[config.mk]
export PLATFORM = sky130hd
export DESIGN_NAME = hdlc_async_deframer
export DESIGN_NICKNAME = d
export VERILOG_FILES = /design/src/sv/hdlcd_pkg.sv /design/src/sv/hdlc_async_deframer.sv
export SDC_FILE = /design/constraint.sdc
export NUM_CORES = 1
export LEC_CHECK = 0
export ABC_CLOCK_PERIOD_IN_PS = 2000
export BUFFER_PORTS_ARGS = -buffer_cell sky130_fd_sc_hd__buf_2
export CORE_MARGIN = 2
export CORE_UTILIZATION = 45
export CTS_BUF_LIST = sky130_fd_sc_hd__clkbuf_8
export DETAILED_ROUTE_END_ITERATION = 10
export PLACE_DENSITY_LB_ADDON = 0.25
export SKIP_LAST_GASP = 1
export SLEW_MARGIN = 15
export SYNTH_ARGS = -nofsm -noshare
export SYNTH_HDL_FRONTEND = slang
export SYNTH_SLANG_ARGS = --single-unit
export TNS_END_PERCENT = 100
[constraint.sdc]
create_clock -name clk -period 2 [get_ports clk]
set_input_delay 0.2 -clock clk [delete_from_list [all_inputs] [get_ports clk]]
set_output_delay 0.2 -clock clk [all_outputs]
set_load 0.01 [all_outputs]
[src/sv/hdlcd_pkg.sv]
// Shared constants and types for the HDLC async deframer.
// No dependencies; used by hdlc_async_deframer.
package hdlcd_pkg;

  // Frame length, in unescaped bytes, at which the deframer aborts it
  localparam int unsigned MAX_FRAME = 512;
  localparam int unsigned CNT_W     = $clog2(MAX_FRAME);

  // Framing bytes
  localparam logic [7:0] FLAG_BYTE = 8'h7E;
  localparam logic [7:0] ESC_BYTE  = 8'h7D;
  localparam logic [7:0] ESC_XOR   = 8'h20;

  // Trailing CRC bytes kept back in the delay line
  localparam int unsigned CRC_LEN = 2;

  typedef logic [CNT_W-1:0] cnt_t;
  typedef logic [7:0]       byte_t;

endpackage

[src/sv/hdlc_async_deframer.sv]
// HDLC async deframer: flag/escape decode, CRC strip and overflow abort.
// Uses hdlcd_pkg for framing constants and types.
//
// Usage:
//   Input channel (in_valid/in_ready/in_byte) carries one raw line byte per
//   beat. Output channel (out_valid/out_ready) carries one result beat:
//   a payload byte (out_byte_valid), an end-of-frame mark at the closing
//   flag (out_frame_end), or an abort mark (out_frame_abort) when a frame
//   reaches MAX_FRAME bytes; downstream drops the partial frame then.
//   Escape bytes and flags that close frames of two bytes or fewer give
//   no beat. Payload bytes leave two bytes late, so the CRC stays behind.
//   A result beat appears in the cycle after its input beat is accepted.
//   Throughput: one byte per cycle while out_ready holds, set by the single
//   output register; decode, shift and count logic are all combinational.
//   When the receiver stalls with a result waiting, in_ready drops until
//   that beat is taken; in_ready follows out_ready in the same cycle.
//   Reset (rst_n low, synchronous) clears the escape flag, the byte count
//   and the output valid; the two held bytes need no reset.
module hdlc_async_deframer (
  input  logic       clk,
  input  logic       rst_n,
  input  logic       in_valid,
  output logic       in_ready,
  input  logic [7:0] in_byte,
  output logic       out_valid,
  input  logic       out_ready,
  output logic [7:0] out_byte,
  output logic       out_byte_valid,
  output logic       out_frame_end,
  output logic       out_frame_abort
);

  localparam int unsigned      CNT_W_L = hdlcd_pkg::CNT_W;
  localparam logic [CNT_W_L:0] MAX_CNT = (CNT_W_L + 1)'(hdlcd_pkg::MAX_FRAME);

  hdlcd_pkg::cnt_t  cnt_r, cnt_nxt;
  logic             esc_r, esc_nxt;
  hdlcd_pkg::byte_t hold0_r, hold0_nxt;
  hdlcd_pkg::byte_t hold1_r, hold1_nxt;

  logic             ovalid_r, ovalid_nxt;
  hdlcd_pkg::byte_t obyte_r, obyte_nxt;
  logic             obv_r, obv_nxt;
  logic             oend_r, oend_nxt;
  logic             oabort_r, oabort_nxt;

  logic             in_fire;
  logic             is_flag;
  logic             is_esc;
  hdlcd_pkg::byte_t data;
  logic [CNT_W_L:0] cnt_inc;
  logic             past_crc;

  // Accept while the output slot is empty or being drained
  assign in_ready = !ovalid_r || out_ready;
  assign in_fire  = in_valid && in_ready;

  assign is_flag  = (in_byte == hdlcd_pkg::FLAG_BYTE);
  assign is_esc   = (in_byte == hdlcd_pkg::ESC_BYTE);
  assign data     = esc_r ? (in_byte ^ hdlcd_pkg::ESC_XOR) : in_byte;
  assign cnt_inc  = {1'b0, cnt_r} + (CNT_W_L + 1)'(1);
  assign past_crc = ({1'b0, cnt_r} >= (CNT_W_L + 1)'(hdlcd_pkg::CRC_LEN));

  // Decode one beat: update state and build the result
  always_comb begin
    cnt_nxt    = cnt_r;
    esc_nxt    = esc_r;
    hold0_nxt  = hold0_r;
    hold1_nxt  = hold1_r;
    ovalid_nxt = ovalid_r && !out_ready;
    obyte_nxt  = obyte_r;
    obv_nxt    = obv_r;
    oend_nxt   = oend_r;
    oabort_nxt = oabort_r;
    if (in_fire) begin
      obyte_nxt  = '0;
      obv_nxt    = 1'b0;
      oend_nxt   = 1'b0;
      oabort_nxt = 1'b0;
      if (is_flag) begin
        // Close the frame; mark the end only if it held more than the CRC
        cnt_nxt    = '0;
        esc_nxt    = 1'b0;
        oend_nxt   = ({1'b0, cnt_r} > (CNT_W_L + 1)'(hdlcd_pkg::CRC_LEN));
        ovalid_nxt = oend_nxt;
      end else if (is_esc) begin
        esc_nxt = 1'b1;
      end else begin
        // Shift the delay line and count the byte
        esc_nxt   = 1'b0;
        hold0_nxt = hold1_r;
        hold1_nxt = data;
        if (cnt_inc >= MAX_CNT) begin
          cnt_nxt    = '0;
          oabort_nxt = 1'b1;
          ovalid_nxt = 1'b1;
        end else begin
          cnt_nxt    = cnt_inc[CNT_W_L-1:0];
          if (past_crc) begin
            obyte_nxt  = hold0_r;
            obv_nxt    = 1'b1;
            ovalid_nxt = 1'b1;
          end
        end
      end
    end
  end

  // Control state
  always_ff @(posedge clk) begin
    if (!rst_n) begin
      cnt_r    <= '0;
      esc_r    <= 1'b0;
      ovalid_r <= 1'b0;
    end else begin
      cnt_r    <= cnt_nxt;
      esc_r    <= esc_nxt;
      ovalid_r <= ovalid_nxt;
    end
  end

  // Delay line and result payload
  always_ff @(posedge clk) begin
    hold0_r  <= hold0_nxt;
    hold1_r  <= hold1_nxt;
    obyte_r  <= obyte_nxt;
    obv_r    <= obv_nxt;
    oend_r   <= oend_nxt;
    oabort_r <= oabort_nxt;
  end

  assign out_valid       = ovalid_r;
  assign out_byte        = obyte_r;
  assign out_byte_valid  = obv_r;
  assign out_frame_end   = oend_r;
  assign out_frame_abort = oabort_r;

  // A result beat carries exactly one kind of mark
  a_one_kind: assert property (@(posedge clk) disable iff (!rst_n)
    ovalid_r |-> $onehot({obv_r, oend_r, oabort_r}))
    else $error("result beat with zero or several marks");

  // An accepted flag restarts the frame
  a_flag_clears: assert property (@(posedge clk) disable iff (!rst_n)
    (in_fire && is_flag) |=> (cnt_r == '0) && !esc_r)
    else $error("flag did not clear frame state");

  // An accepted escape arms the XOR for the next byte
  a_esc_arms: assert property (@(posedge clk) disable iff (!rst_n)
    (in_fire && is_esc) |=> esc_r)
    else $error("escape not recorded");

  // Byte count never reaches the abort limit
  a_cnt_range: assert property (@(posedge clk) disable iff (!rst_n)
    ({1'b0, cnt_r} < MAX_CNT))
    else $error("byte count out of range");

  // Only a data byte can produce a payload or abort beat
  a_data_only: assert property (@(posedge clk) disable iff (!rst_n)
    (in_fire && (is_flag || is_esc)) |=> !(ovalid_r && (obv_r || oabort_r)))
    else $error("payload from flag or escape");

endmodule

==> results.cfg, run 1 <==
[sta]
relSlewSlack_pct = 37.4
setup_viol = 0
fin_crit_sh_pct = 80.4
worst_slew_pin_slew_ns = 0.935
fin_skew_ns = 0.00505
whs_ns = 0.0992
report.final.slew_viol_count = 0
rsz0062_at_grt = false
tns_ns = 0
fin_crit_ns = 1.61
layout_setup_ws_ns = 0.393
max_freq_mhz = 622
hold_violations = 0

[cts]
cts-root-buf = clkbuf_8
insertion_delay_ns = 0.28
cts_tree = built
clkSlewWorstSetupHoldPaths_ns = 0.07
postCtsHoldBufs = 0
cts_resized = 0
clock_path_buffers = 2
cts_num_sinks = 38
postCtsSetupBuffers = 0
numCtsBuffers = 5
htree_levels = 2

[place]
io_buffers = 24
gp_congestion = 0.890
post-place-ws_ns = 0.376
hpwl_mm = 1.99

[worst_setup_path]
cp-end-kind = flop
cp-endpoint = out_byte[6]
r2r_end = out_byte[6]
cp_max_fo = 12
r2r_slack_ns = 0.39
r2r_start = out_valid
path_class = flop to flop
rr_worst_depth = 2
start_kind = flop
startpoint = out_valid
worstPathRequired_ns = 1.91
arrival_ns = 1.52

[synthesis]
synth_cell_types = 36
syn_area_um2 = 1610
synth-edff-count = 27
yosysTopAreaCellShare_pct = 50.5
syn_nets = 137
async_flop_share_pct = 0
yosys_register_bits = 38
ys_warn_count = 0
synth_seq_area_share_pct = 64.2
syn-instance-count = 123
yosysMostFrequentCell = edfxtp_1
avgSynthCellArea_um2 = 13.1
synth_commonest_cells = edfxtp_1, dfxtp_1, nand3_1
synth_area_leaders = edfxtp_1, dfxtp_1, and2_1, nand3_1, nor2b_1
synthFlopType = edfxtp_1
synth_top_cell_by_area = edfxtp_1

[power]
power.leakage_uw = 0.000729
peakVddDrop_v = 0.000433
p_per_area_nw_per_um2 = 819

[routing]
wl_mm = 2.73
wire_per_inst_um = 13.7
drt_pass1_iterations = 4
dr_total_vias = 1076
drt_iter0_markers = 19
drcViolationCount = 0
viasPerCell = 5.38
drtAntennaViolNets = 0

[die]
dieArea_um2 = 4060
die_w_um = 63.7
die_y_um = 63.7
rows = 21
core_um2 = 3390
num_io_pins = 25
start_util_pct = 47.4

[finish]
drive_gt1_share_pct = 24.7
num-fill-cells = 305
nets = 167
syn_to_final_growth_pct = 16.4
diodes = 0

[global_routing]
grt_pass1_wl_mm = 4.66
first_global_vias = 1024
antenna_found_initial = 0
grt_overflow = 0
grt_max_degree = 19
track_usage_pct = 15.0

[job]
cap_violations = 0

[min_path]
hold_class = primary input to flop

[run_status]
status = finished clean
[how the worst min path moves through the flow]
| stage | slack, ns | cells past startpoint | end | startpoint |
|---|---|---|---|---|
| final | 0.1 | 1 | hold1_r[3] | in_byte[3] |
| after global routing | 0.1 | 1 | hold1_r[4] | in_byte[4] |
| after CTS | 0.09 | 1 | hold1_r[3] | in_byte[3] |
| after detailed placement | 0.39 | 1 | hold1_r[2] | in_byte[2] |
| after global placement | 0.39 | 1 | hold1_r[7] | in_byte[7] |
| after floorplan | 0.30 | 0 | hold1_r[0] | in_byte[0] |
[through the flow]
| step | cells | instance area [µm²] | total power (µW) | util, % |
|---|---|---|---|---|
| floorplan | 123 | 1610 | 1010 | - |
| global placement | 192 | 1790 | 1070 | 52.7 |
| detailed placement | 192 | 1790 | 1070 | 52.7 |
| CTS | 200 | 1870 | 1550 | 55.1 |
| global route | 200 | 1870 | 1600 | 55.1 |
| finish | 200 | 1870 | 1530 | 55.1 |
[where the power goes]
group | leakage (µW) | internal, µW | switching (µW)
Sequential | 0.000358 | 898 | 15.8
Combinational | 0.000321 | 57.0 | 79.1
Clock | 0.0000491 | 236 | 246
Total | 0.000729 | 1190 | 341
[routing by layer]
layer  vias up  global-route usage, %  wire, µm  share of wire, %
li1        526                      -         -                 -
met3         6                   4.11       158               5.8
met2        36                   24.7      1360                50
met5         -                      0         0                 0
met1       508                   18.3      1160                42
met4         0                   6.52        53               1.9
[flip-flops by register name (all words and copies together) (netlist names)]
signal,flops
cnt_r,9
out_byte,8
out_frame_end,1
out_valid,1
esc_r,1
hold0_r,8
out_frame_abort,1
out_byte_valid,1
hold1_r,8
[cell families (layout without fill, tap and decap cells)]
group	count (synthesis)	count (layout)	share of synthesized area, %
fa+ha+maj	2	2	1.56
compound gates	19	19	10.2
xor+xnor	3	3	1.64
buf+inv	8	39	2.57
simple gates	53	53	19.8
flops	38	38	64.2
[cell usage in the layout, fill, tap and decap left out, types with 2 or more instances in the layout]
cell type / synthesis / routed
nor2_1: 6 / 6
buf_4: 1 / 2
and3_1: 2 / 2
o21ai_0: 3 / 3
and2_1: 10 / 10
xor2_1: 2 / 2
buf_2: 0 / 24
nand4_1: 2 / 2
inv_1: 5 / 6
nand2_1: 6 / 6
clkbuf_8: 0 / 5
clkinv_2: 0 / 2
a31oi_1: 3 / 3
dfxtp_1: 11 / 11
ha_1: 2 / 2
nand3_1: 11 / 11
o211ai_1: 3 / 3
and4_1: 3 / 3
edfxtp_1: 27 / 27
o31a_1: 2 / 2
nor2b_1: 6 / 6
[worst max-delay path, cell delays in order (launching register included)]
cell	delay (ns)
dfxtp_1	0.31
nor2b_1	0.19
nor2_1	0.73
[area by class of cell]
| cell class | count | area [µm²] | share of cell area [%] |
|---|---|---|---|
| Clock buffer | 5 | 68.8 | 3.68 |
| Timing Repair Buffer | 26 | 135 | 7.23 |
| Tap cell | 46 | 57.6 | 3.08 |
| Clock inverter | 3 | 13.8 | 0.736 |
| Sequential cell | 38 | 1030 | 55.2 |
| Inverter | 5 | 18.8 | 1.00 |
| Multi-Input combinational cell | 77 | 544 | 29.1 |
No activity file was read; power rests on OpenSTA's default activity.
==> run 2: changes to the inputs <==
Settings changed: ABC_CLOCK_PERIOD_IN_PS 2000 to 1380.
Clock period 2 ns to 1.38 ns, I/O delays scaled along.
==> results.cfg, run 2 (synthesis results as in run 1) <==
[run_status]
status = complete, but fails checks
violations = setup timing

[sta]
fin_crit_sh_pct = 111
fin_crit_ns = 1.53
fin_skew_ns = 0.00346
max_freq_mhz = 655
hold_violations = 0
rsz0062_at_grt = true
report.final.slew_viol_count = 0
layout_setup_ws_ns = -0.147
worst_slew_pin_slew_ns = 0.404
relSlewSlack_pct = 73.1
setup_viol = 11

[global_routing]
grt_max_degree = 19
first_global_vias = 1200
antenna_found_initial = 0
track_usage_pct = 18.1
grt_overflow = 0
grt_pass1_wl_mm = 5.42

[worst_setup_path]
path_class = flop to flop
worstPathRequired_ns = 1.43
arrival_ns = 1.57
r2r_slack_ns = -0.15
cp_max_fo = 9
cp-end-kind = flop
start_kind = flop

[min_path]
hold_class = primary input to flop

[finish]
num-fill-cells = 241
largest-register = cnt_r
multi_input_area_um2 = 652
syn_to_final_growth_pct = 40.3
regArea_um2 = 1040
largest_register_ffs = 9
drive_gt1_share_pct = 47.2
layout_commonest_cell = edfxtp_1
diodes = 0
layout_common_cells = edfxtp_1, buf_2, buf_4
fin_area_um2 = 2250
nets = 191

[die]
die_w_um = 63.7
die_y_um = 63.7
start_util_pct = 47.4
num_io_pins = 25
rows = 21
core_um2 = 3390
dieArea_um2 = 4060

[cts]
clkSlewWorstSetupHoldPaths_ns = 0.08
cts_tree = built
insertion_delay_ns = 0.29
cts-root-buf = clkbuf_8
htree_levels = 2
cts_num_sinks = 38
numCtsBuffers = 5
clock_path_buffers = 2

[place]
io_buffers = 24
gp_congestion = 0.847
dpl_cell_area_um2 = 1950
hpwl_mm = 2.24

[routing]
drt_iter0_markers = 58
drt_pass1_iterations = 4
wl_mm = 3.52
viasPerCell = 5.31
dr_total_vias = 1189
drcViolationCount = 0
wire_per_inst_um = 15.7
drtAntennaViolNets = 0

[job]
cap_violations = 0

[power]
peakVddDrop_v = 0.000802
power.leakage_uw = 0.000895
power_uw = 2700
p_per_area_nw_per_um2 = 1200
-- run 2: worst max-delay path, stage by stage (launching register included) --
cell	delay, ns
dfxtp_2	0.34
nor4_4	0.30
nand2_2	0.12
o311a_4	0.36
and2_1	0.17
-- run 2: stage by stage --
| step | TNS (ns) | instances | hold WS, ns | utilization [%] | setup slack (ns) |
|---|---|---|---|---|---|
| finish | -1.29 | 224 | 0.0380 | 66.4 | -0.147 |
| global route | -2.00 | 224 | 0.0202 | 66.4 | -0.207 |
| CTS | -1.13 | 221 | 0.0276 | 62.8 | -0.101 |
| detailed placement | -1.77 | 211 | 0.338 | 57.6 | -0.125 |
| global placement | -1.42 | 211 | 0.330 | 57.6 | -0.131 |
| floorplan | -0.257 | 123 | 0.237 | - | -0.0321 |
-- run 2: power breakdown --
group,switching [µW],internal (µW)
logic,143,127
clock network,395,715
registers,20.5,1300
total,559,2140
-- run 2: repair_timing --
action / in CTS / in global routing
buffers inserted: 2 / 2
hold buffers: 0 / 0
gates resized for setup: 7 / 23
pin swaps: 2 / 11
endpoints found under the setup margin: 19 / 31
cloned: 0 / 1
-- run 2: layout make-up --
class                   instances  share of cell area, %
repair buffers                 50                   15.7
well taps                      46                   2.56
flip-flops and latches         38                   46.1
inverters                       5                  0.833
clock inverters                 3                   2.83
multi-input cells              77                   28.9
clock buffers                   5                   3.06
-- run 2: final timing paths --
kind | cells after the start | endpoint | startpoint
setup / recovery | 4 | out_byte[5] | cnt_r[7]
hold / removal | 1 | hold1_r[3] | in_byte[3]
setup reg to reg | 4 | out_byte[5] | cnt_r[7]
hold reg to reg | 0 | hold0_r[7] | hold1_r[7]
-- run 2: metal layers --
metal | GRT usage [%] | vias up | share of wire [%]
li1 | - | 573 | -
met1 | 22.3 | 575 | 42
met2 | 28.3 | 32 | 52
met3 | 5.36 | 9 | 4.1
met4 | 10.1 | 0 | 2.4
met5 | 0 | - | 0
==> run 3: changes to the inputs <==
Settings changed: CELL_PAD_IN_SITES_DETAIL_PLACEMENT from default to 0, CELL_PAD_IN_SITES_GLOBAL_PLACEMENT from default to 2, CORE_MARGIN 2 to 4, CORE_UTILIZATION 45 to 35.
==> results.cfg, run 3 (synthesis results as in run 1) <==
[power]
p_sw_share_pct = 21.3
p_seq_share_pct = 47.7
combPwrFrac_pct = 11.1
power_uw = 2770
power.leakage_uw = 0.000933
clockPowerShare_pct = 41.2
p_per_area_nw_per_um2 = 1190
p_int_uw = 2180
p_sw_uw = 589
peakVddDrop_v = 0.000453

[sta]
max_freq_mhz = 661
setup_viol = 11
layout_setup_ws_ns = -0.134
whs_ns = 0.0418
report.final.slew_viol_count = 0
fin_crit_sh_pct = 110
worst_slew_pin_slew_ns = 0.367
fin_skew_ns = 0.00775
relSlewSlack_pct = 75.4
rsz0062_at_grt = true
hold_violations = 0
fin_crit_ns = 1.51

[worst_setup_path]
cp_max_fo = 5
start_kind = flop
cp-end-kind = flop
startpoint = cnt_r[7]
arrival_ns = 1.56
r2r_slack_ns = -0.13
worstPathRequired_ns = 1.43
path_class = flop to flop
r2r_start = cnt_r[7]

[routing]
wire_per_inst_um = 15.4
drtAntennaViolNets = 0
wl_met3_um = 183
top_layer_used = met4
drt_pass1_iterations = 4
dr_total_vias = 1222
drt_iter0_markers = 68
dr_wl_met2_mm = 1.88
drcViolationCount = 0
viasPerCell = 5.13
wl_met1_mm = 1.56
wl_mm = 3.68

[finish]
stdcell_count = 238
drive_gt1_share_pct = 52.2
layout_common_cells = buf_4, edfxtp_1, buf_2
final_core_util_pct = 53.1
fin_area_um2 = 2330
nets = 199
num-fill-cells = 389
diodes = 0
largest_register_ffs = 9
largest-register = cnt_r
syn_to_final_growth_pct = 44.9

[run_status]
violations = setup timing
status = complete, but fails checks

[cts]
insertion_delay_ns = 0.29
postCtsHoldBufs = 0
cts_tree = built
numCtsBuffers = 5
cts_num_sinks = 38
clkSlewWorstSetupHoldPaths_ns = 0.08
cts-root-buf = clkbuf_8
htree_levels = 2
clock_path_buffers = 2

[die]
dieArea_um2 = 5730
start_util_pct = 36.6
rows = 24
die_y_um = 75.7
die_w_um = 75.7
num_io_pins = 25
core_um2 = 4380

[global_routing]
antenna_found_initial = 0
first_global_vias = 1167
track_usage_pct = 13.5
grt_overflow = 0
grt_max_degree = 14
grt_pass1_wl_mm = 5.67

[place]
gp_congestion = 0.781
dp_cells = 224
dpl_cell_area_um2 = 2000
io_buffers = 24
hpwl_mm = 2.46

[min_path]
min_from = in_byte[7]
hold_class = primary input to flop

[job]
cap_violations = 0
## run 3: cell count changes in the layout (fill, tap and decap cells not counted), moves of 2 or more
cell and change:
buf_6 -2, and2_4 +4, buf_4 +9, and2_1 -4
## run 3: cell type report
cell class                 instances  area (µm²)  area share (%)
clock buffer                       5        68.8            2.96
clock inverter                     3        68.8            2.96
inverter                           5        18.8           0.807
multi-input combinational         78         682            29.3
sequential                        38        1040            44.6
tap                               52        65.1            2.80
timing repair buffer              57         384            16.5
## run 3: repair_timing
item                                    in CTS  in global routing
pin swaps                                    3                  9
endpoints found under the setup margin      40                 39
gates cloned                                 2                  1
resized for setup                           11                 25
setup buffers                                4                  2
## run 3: worst paths after layout
| check | endpoint | cells past startpoint |
|---|---|---|
| worst min register to register | hold0_r[6] | 0 |
| worst max-delay path | out_byte[1] | 4 |
| worst min-delay path | hold1_r[7] | 1 |
| worst max register to register | out_byte[1] | 4 |
## run 3: routing by layer
metal / up-vias / track usage (%)
met5: - / 0
met4: 0 / 5.83
met1: 600 / 17.0
li1: 593 / -
met3: 5 / 4.09
met2: 24 / 21.5
## run 3: worst max-delay path: stages, from the launching register on
cell	delay, ns
dfxtp_2	0.34
nor4_4	0.28
nand2_2	0.13
o311a_4	0.36
and2_1	0.17
## run 3: power by group through the flow
stage                     clock network (µW)  registers [µW]  logic [µW]
final                                   1140            1320         308
after CTS                               1160            1320         270
after global routing                    1210            1330         336
after detailed placement                   0            1350         252
after floorplan                            0            1360         110
after global placement                     0            1350         246
## run 3: through the flow
step | TNS, ns | setup WS [ns]
CTS | -0.978 | -0.121
detailed placement | -3.27 | -0.161
global placement | -2.82 | -0.150
floorplan | -0.257 | -0.0321
global route | -1.60 | -0.189
finish | -1.01 | -0.134
